File: src/design/lzwc_pkg.sv
// Shared types and constants for the LZW byte compressor.
// Used by lzwc_dict, lzwc_out_fifo and lzw_byte_compressor; depends on nothing.
package lzwc_pkg;

    // Default dictionary size in codes.
    localparam int DEF_DICT_CODES = 4096;
    // First code handed out to a new dictionary entry.
    localparam int FIRST_FREE = 257;
    // Width of the emitted codeword.
    localparam int CODE_W = 12;
    // Depth of the result queue.
    localparam int OUT_DEPTH = 4;

    // Control sequencer states.
    typedef enum logic [1:0] {
        S_CLEAR,
        S_IDLE,
        S_LOOK,
        S_CHECK
    } t_state;

    // One emitted result.
    typedef struct packed {
        logic [CODE_W-1:0] code;
        logic              last;
    } t_result;

    // Dictionary memory controls for one cycle.
    typedef struct packed {
        logic slot_rd;
        logic rev_rd;
        logic wr;
    } t_dict_ctl;

endpackage

File: src/design/lzwc_out_fifo.sv
// Small result queue that takes up to two results per cycle and hands out one.
// Depends on lzwc_pkg for the result type and depth.
module lzwc_out_fifo import lzwc_pkg::*; (
    input  logic    i_clk,
    input  logic    i_rst_n,
    input  logic    i_push0,
    input  t_result i_data0,
    input  logic    i_push1,
    input  t_result i_data1,
    output logic    o_room2,
    output logic    o_valid,
    input  logic    i_ready,
    output t_result o_data
);

    localparam int PW = $clog2(OUT_DEPTH);
    localparam int NW = PW + 1;

    t_result       r_mem [OUT_DEPTH];
    logic [PW-1:0] r_wp;
    logic [PW-1:0] r_rp;
    logic [NW-1:0] r_cnt;
    logic [PW-1:0] wp1;
    logic          pop;
    logic [NW-1:0] n_push;

    assign o_valid = (r_cnt != '0);
    assign o_data  = r_mem[r_rp];
    assign o_room2 = (r_cnt <= NW'(OUT_DEPTH - 2));
    assign pop     = o_valid && i_ready;
    assign wp1     = r_wp + PW'(1);
    assign n_push  = NW'(i_push0) + NW'(i_push1);

    // Entry storage; the second result goes right after the first.
    always_ff @(posedge i_clk) begin
        if (i_push0) begin
            r_mem[r_wp] <= i_data0;
        end
        if (i_push1) begin
            r_mem[wp1] <= i_data1;
        end
    end

    // Pointers and fill count.
    always_ff @(posedge i_clk) begin
        if (!i_rst_n) begin
            r_wp  <= '0;
            r_rp  <= '0;
            r_cnt <= '0;
        end else begin
            r_wp  <= r_wp + PW'(n_push);
            r_rp  <= r_rp + PW'(pop);
            r_cnt <= r_cnt + n_push - NW'(pop);
        end
    end

endmodule
File: config.mk
export PLATFORM = sky130hd
export DESIGN_NAME = lzwc_out_fifo
export DESIGN_NICKNAME = d
export VERILOG_FILES = /design/src/design/lzwc_pkg.sv /design/src/design/lzwc_out_fifo.sv
export SDC_FILE = /design/constraint.sdc
export NUM_CORES = 1
export LEC_CHECK = 0
export BUFFER_PORTS_ARGS = -buffer_cell sky130_fd_sc_hd__buf_2
export CAP_MARGIN = 20
export CORE_ASPECT_RATIO = 1.75
export CORE_MARGIN = 8
export CORE_UTILIZATION = 56
export DETAILED_ROUTE_END_ITERATION = 16
export GPL_ROUTABILITY_DRIVEN = 0
export PLACE_DENSITY = 0.77
export REMOVE_ABC_BUFFERS = 1
export SLEW_MARGIN = 0
export SYNTH_ARGS = -nofsm -noshare
export SYNTH_HDL_FRONTEND = slang
export SYNTH_SLANG_ARGS = --single-unit
File: constraint.sdc
create_clock -name i_clk -period 2.8 [get_ports i_clk]
set_input_delay 0.42 -clock i_clk [delete_from_list [all_inputs] [get_ports i_clk]]
set_output_delay 0.42 -clock i_clk [all_outputs]
set_load 0.02 [all_outputs]
==> results by group, run 1 <==
Worst setup path
  – R2R depth: 9
  – Launch point of the worst path: r_rp[0]
  – FF-to-FF End: r_cnt[2]
  – Crit-path max cell delay: 570 ps
  – Critical Path Sink: o_data[2]
  – Startpoint Class: flop
  – CP Max Fanout: 9
  – R2r startpoint: r_cnt[2]
  – Worst-path cell with the longest stage delay: dfxtp_1
  – WS Path Type: flop to output port
  – Required @ worst endpoint: 2380 ps
  – Cell Chain, Critical Path: buf_4, mux4_2, buf_2
  – R2r setup slk: 560 ps
  – Crit. End Element: output port
  – WP data arrival: 1930 ps

Die
  – Row cnt: 35
  – Core Area: 5170 um2
  – I/O pins: 46
  – Die height: 112 um
  – Die Wd: 70.6 um
  – Die area: 7870 um2
  – Starting Density: 56.5%

CTS
  – H-tree depth: 3
  – # clock sinks: 59
  – Post-CTS Setup Repair Bufs: 0
  – Cts hold-fix bufs: 0
  – TritonCTS clock tree: done
  – Clk slew on worst S/H paths: 60 ps
  – Clock Path Buffers: 2
  – Post_cts resized: 0
  – Clock Root Buffer: clkbuf_8
  – TritonCTS Buffers: 9
  – Skew-Pair Late Insertion Delay: 330 ps

GRT
  – First-pass GRT wire length: 9690 um
  – Total grt overflow: 0
  – Global Route Usage Sum: 16.7%
  – Vias in the first global route: 1947
  – Initial antenna violation count: 0
  – Largest net degree at the start of global routing: 15

Timing
  – Slew Limit Fails: 0
  – Unrepaired setup endpoints after global routing: false
  – Fin crit share: 84.0%
  – Slew of the pin with the lowest slew margin: 794 ps
  – Final hold viol count: 0
  – Setup violators final: 0
  – Worst setup margin: 447 ps
  – Relative slew slack: 46.9%
  – Total negative slack: 0 ps
  – Clk_skew: 6.68 ps
  – Final Critical Period: 2350 ps
  – Fmax achieved: 425 MHz

Routing
  – Drt total wl: 6070 um
  – Final ANT Viol Nets: 0
  – Routed vias/inst: 5.89
  – DRC: 0
  – First drt pass iteration count: 4
  – Initial DRC Count: 113
  – Routed len/inst: 21.4 um
  – Vias: 1674

Placed design
  – DP Cell Count: 268
  – Port Buffers: 45
  – DP Worst Slack: 537 ps
  – Placed wire-length estimate: 4270 um

Pwr
  – Total design power: 0.00265 W
  – Max VDD drop: 0.000622 V
  – PwrDens: 781 nW/um2
  – Leakage power: 1.28 nW

Cells and area
  – Layout cells sized above 1: 56.8%
  – Nets: 262
  – Finished Layout Cells: 284
  – Area added between synthesis and finish: 16.0%
  – Ant. Diodes: 0

Synth
  – Adder-Cell Fraction of Synth Area: 3.26%
  – Post-Synth XOR/XNOR Area: 1.84%
  – FF+latch count, synth: 59
  – Yosys cell types: 24
  – Synth Area in Compound Gates: 0.514%
  – Post-Synth Simple-Gate Area: 3.73%
  – Ys Warns: 0
  – Mux cell area share after synthesis: 30.4%
  – Mean Syn Cell Area: 17.5 um2
  – Seq/Total Area, Yosys: 58.3%
  – Synthesized area: 2920 um2
  – Post-Syn Instances: 167
  – Combinational family with the most area after synthesis: multiplexers

Run
  – Max Cap Violations: 0

Run status
  – Outcome: completed

Hold path
  – Worst hold path class: input pin to flop
  – Hold Crit Depth: 2
==> layout by cell type, fill, tap and decap left out <==
cell and n:
a21oi_1 1, and2_1 6, buf_2 45, buf_4 8
clkbuf_1 2, clkbuf_8 9, clkinv_1 3, clkinv_2 2
dfxtp_1 7, edfxtp_1 52, fa_1 1, ha_1 6
inv_1 5, mux2_2 52, mux2i_1 1, mux4_2 13
nand2_1 1, nand2b_1 1, nand3_1 1, nand3b_1 2
nor2_1 1, nor2b_1 3, nor3b_2 1, o21ai_1 2
or3_1 1, xnor3_1 2, xor2_1 1
==> Yosys cell counts <==
| library cell | number | share of area (%) |
|---|---|---|
| clkbuf_1 | 1 | 0.13 |
| edfxtp_1 | 52 | 53 |
| nor3b_2 | 1 | 0.43 |
| xor2_1 | 1 | 0.30 |
| mux2i_1 | 1 | 0.34 |
| dfxtp_1 | 7 | 4.8 |
| nand3_1 | 1 | 0.17 |
| fa_1 | 1 | 0.69 |
| xnor3_1 | 2 | 1.5 |
| nor2_1 | 1 | 0.13 |
| a21oi_1 | 1 | 0.17 |
| mux2_2 | 52 | 20 |
| buf_2 | 4 | 0.69 |
| and2_1 | 6 | 1.3 |
| o21ai_0 | 2 | 0.34 |
| inv_1 | 5 | 0.64 |
| nor2b_1 | 3 | 0.64 |
| buf_4 | 2 | 0.51 |
| nand2_1 | 1 | 0.13 |
| or3_1 | 1 | 0.21 |
| mux4_2 | 13 | 10 |
| ha_1 | 6 | 2.6 |
| nand3b_1 | 2 | 0.51 |
| nand2b_1 | 1 | 0.21 |
==> final cells by class <==
type	instances	area, um2
fill	386	1780
sequential	59	1700
multi-input combinational	96	1160
timing repair buffer	53	285
clock buffer	11	131
tap	55	68.8
clock inverter	5	21.3
inverter	5	18.8
==> worst min path at each step <==
stage               endpoint      from  slack, ps
global placement    r_cnt[0]  r_cnt[0]        580
detailed placement  r_cnt[0]  r_cnt[0]        660
finish               r_rp[0]   i_rst_n        380
global route         r_rp[0]   i_rst_n        380
CTS                  r_rp[0]   i_rst_n        370
floorplan           r_cnt[0]   i_rst_n        540
==> layer usage <==
layer	track usage (%)	vias up	share of wire, %	wire (um)
met5	0	-	0	0
li1	-	772	-	-
met2	30.1	42	56	3400
met3	5.13	14	4.6	280
met1	16.2	846	37	2220
met4	9.23	0	2.7	161
==> report_power, final <==
group	total [W]	switching [W]	internal, W
Sequential	0.00120	0.0000837	0.00112
Combinational	0.000826	0.000416	0.000410
Clock	0.000618	0.000310	0.000309
==> cells by family after synthesis <==
logic type | Yosys count
fa+ha+maj | 7
flops | 59
simple gates | 17
compound gates | 3
xor+xnor | 3
mux | 66
buf+inv | 12
==> sequential cells by signal, indices dropped and copies added, names as in the netlist <==
name   flops
r_mem     52
r_rp       2
r_wp       2
r_cnt      3
==> worst max-delay path: cells and delay by family (launching register included) <==
family	cells	cell delay [ps]
muxes	1	540
DFF	1	570
buffers and inverters	2	490
==> through the flow <==
step                instance area, um2  util [%]  hold WS, ps
finish                            3390      65.6          380
global route                      3390      65.6          382
CTS                               3390      65.6          372
detailed placement                3240      62.6          659
global placement                  3240      62.6          585
floorplan                         2880         -          542
No activity file was read; power rests on OpenSTA's default activity.
==> inputs of run 2 (changes only) <==
Settings changed: CORE_UTILIZATION 56 to 51, PLACE_DENSITY 0.77 to 0.74.
Clock period 2.8 ns to 2 ns, I/O delays scaled along.
==> results by group, run 2 (synthesis results as in run 1) <==
Die
  – Die Wd: 73.2 um (+3.7%)
  – Core Area: 5540 um2 (+7.2%)
  – Starting Density: 52.7% (-3.8 points)
  – Die area: 8500 um2 (+7.9%)
  – Row cnt: 36 (+2.9%)
  – Die height: 116 um (+4.1%)
  – I/O pins: 46 (unchanged)

GRT
  – First-pass GRT wire length: 9950 um (+2.7%)
  – Largest net degree at the start of global routing: 15 (unchanged)
  – Total grt overflow: 0 (unchanged)
  – Initial antenna violation count: 0 (unchanged)
  – Global Route Usage Sum: 16.1% (-0.56 points)
  – Vias in the first global route: 1965 (+0.92%)

Pwr
  – PwrDens: 1130 nW/um2 (+44%)
  – Register share of total power: 40.1% (-5.3 points)
  – Max VDD drop: 0.000755 V (+21%)
  – Clk pwr share: 26.0% (+2.6 points)
  – Psw: 0.00118 W (+46%)
  – P_int: 0.00289 W (+58%)
  – Logic pwr share: 33.9% (+2.7 points)
  – Switching fraction of total power: 29.0% (-1.6 points)
  – Leakage power: 1.38 nW (+7.8%)

Timing
  – Fin crit share: 102%
  – Final Critical Period: 2030 ps
  – Fmax achieved: 493 MHz
  – Relative slew slack: 81.0% (+34 points)
  – Unrepaired setup endpoints after global routing: true
  – Worst setup margin: -30.1 ps (-477 ps)
  – Slew of the pin with the lowest slew margin: 285 ps (-509 ps)
  – Clk_skew: 2.86 ps (-3.82 ps)
  – Slew Limit Fails: 0 (unchanged)
  – Final hold viol count: 0 (unchanged)
  – Setup violators final: 1 (+1)

Cells and area
  – Area added between synthesis and finish: 24.0%
  – Reg with most FFs: r_mem
  – Most frequent cells in the layout: 52 x mux2_2, 52 x edfxtp_1, 45 x buf_2
  – Util after Layout: 65.3% (-0.23 points)
  – Largest regs: r_mem: 52 flops, r_cnt: 3 flops
  – Finished Layout Cells: 319 (+12%)
  – Max FFs per register: 52 (unchanged)
  – Nets: 276 (+5.3%)
  – Layout cells sized above 1: 64.2% (+7.4 points)
  – Ant. Diodes: 0 (unchanged)

Routing
  – Drt total wl: 6200 um (+2.2%)
  – DRC: 0 (unchanged)
  – Routed vias/inst: 5.50 (-6.8%)
  – Initial DRC Count: 141 (+25%)
  – Final ANT Viol Nets: 0 (unchanged)
  – First drt pass iteration count: 4 (unchanged)
  – Routed len/inst: 19.4 um (-9.0%)
  – Vias: 1753 (+4.7%)

Worst setup path
  – WS Path Type: flop to flop
  – Required @ worst endpoint: 2230 ps (-150 ps)
  – Cell mode on critical path: ha_4
  – Crit. End Element: flop
  – R2r startpoint: r_cnt[1]
  – FF-to-FF End: r_cnt[2]
  – Largest delay share family, worst path: simple AND/OR/NAND/NOR gates
  – CP Max Fanout: 2 (-7)
  – R2R depth: 9 (unchanged)
  – WP buf/inv: 2 (unchanged)
  – Worst-path cell with the longest stage delay: or3_4
  – Crit-path max cell delay: 380 ps (-190 ps)
  – Critical path depth: 9 (+6)
  – R2r setup slk: -30 ps (-590 ps)
  – WP data arrival: 2260 ps (+330 ps)
  – Cell Chain, Critical Path: or3_4, and2_4, ha_4, inv_4, ha_4, inv_2, fa_2, xnor3_1, and2_1
  – Startpoint Class: flop

Hold path
  – Hold Path End: r_rp[1]
  – Hold Crit Depth: 2 (unchanged)
  – Hold_sp: i_rst_n
  – Worst hold path class: input pin to flop

Placed design
  – Placed wire-length estimate: 4400 um (+3.0%)
  – Port Buffers: 45 (unchanged)
  – DP Cell Count: 301 (+12%)

Run
  – Max Cap Violations: 0 (unchanged)

CTS
  – Cts hold-fix bufs: 0 (unchanged)
  – H-tree depth: 3 (unchanged)
  – Clk slew on worst S/H paths: 60 ps (about the same)
  – TritonCTS clock tree: done
  – # clock sinks: 59 (unchanged)
  – Skew-Pair Late Insertion Delay: 340 ps (about the same)
  – TritonCTS Buffers: 9 (unchanged)
  – Clock Root Buffer: clkbuf_8
  – Clock Path Buffers: 2 (unchanged)

Run status
  – Outcome: finished with violations
  – Failing checks: negative setup slack
-- run 2: how the worst max path moves through the flow --
stage / slack, ps / end / from
final: -30 / r_cnt[2] / r_cnt[1]
after global routing: -100 / r_cnt[2] / r_cnt[1]
after CTS: -50 / r_cnt[2] / r_cnt[1]
after detailed placement: -220 / r_cnt[2] / r_cnt[1]
after global placement: -130 / r_cnt[2] / r_cnt[2]
after floorplan: -260 / r_cnt[2] / r_cnt[2]
-- run 2: through the flow --
step                      instance area, um2  setup TNS [ps]  hold WS [ps]  worst slack [ps]  power, W
final                                   3620           -30.1           243             -30.1   0.00407
after global routing                    3620            -136           253              -101   0.00427
after CTS                               3610           -52.3           232             -52.3   0.00411
after detailed placement                3360            -255           592              -224   0.00297
after global placement                  3360            -128           578              -128   0.00291
after floorplan                         2880            -354           422              -262   0.00247
-- run 2: timing repair --
| item | in CTS | in global routing |
|---|---|---|
| setup endpoints to repair | 2 | 2 |
| buffers inserted | 2 | 0 |
| pin swaps | 6 | 2 |
| resized for setup | 9 | 1 |
-- run 2: layout make-up --
class                      instances  area, um2
fill                             389       1920
sequential                        59       1700
multi-input combinational         96       1200
timing repair buffer              67        403
clock buffer                      15        196
tap                               76       95.1
inverter                           5       21.3
clock inverter                     1       5.00
-- run 2: power groups by stage --
stage,combinational (W),clock (W),sequential (W)
2_1_floorplan,0.000775,0,0.00170
3_3_place_gp,0.00127,0,0.00164
5_1_grt,0.00149,0.00113,0.00165
3_5_place_dp,0.00131,0,0.00166
4_1_cts,0.00139,0.00108,0.00163
6_report,0.00138,0.00106,0.00163
-- run 2: routing by layer --
| metal | vias up | track usage [%] | wire (um) |
|---|---|---|---|
| li1 | 805 | - | - |
| met5 | - | 0 | 0 |
| met4 | 0 | 6.45 | 95 |
| met3 | 10 | 5.33 | 427 |
| met2 | 55 | 29.3 | 3420 |
| met1 | 883 | 16.4 | 2250 |
-- run 2: worst register-to-register path, cell delays in order, from the launching register on --
cell     delay (ps)
dfxtp_2         320
or3_4           380
and2_4          170
ha_4            220
inv_4            50
ha_4            120
inv_2            30
fa_2            330
xnor3_1         170
and2_1          140
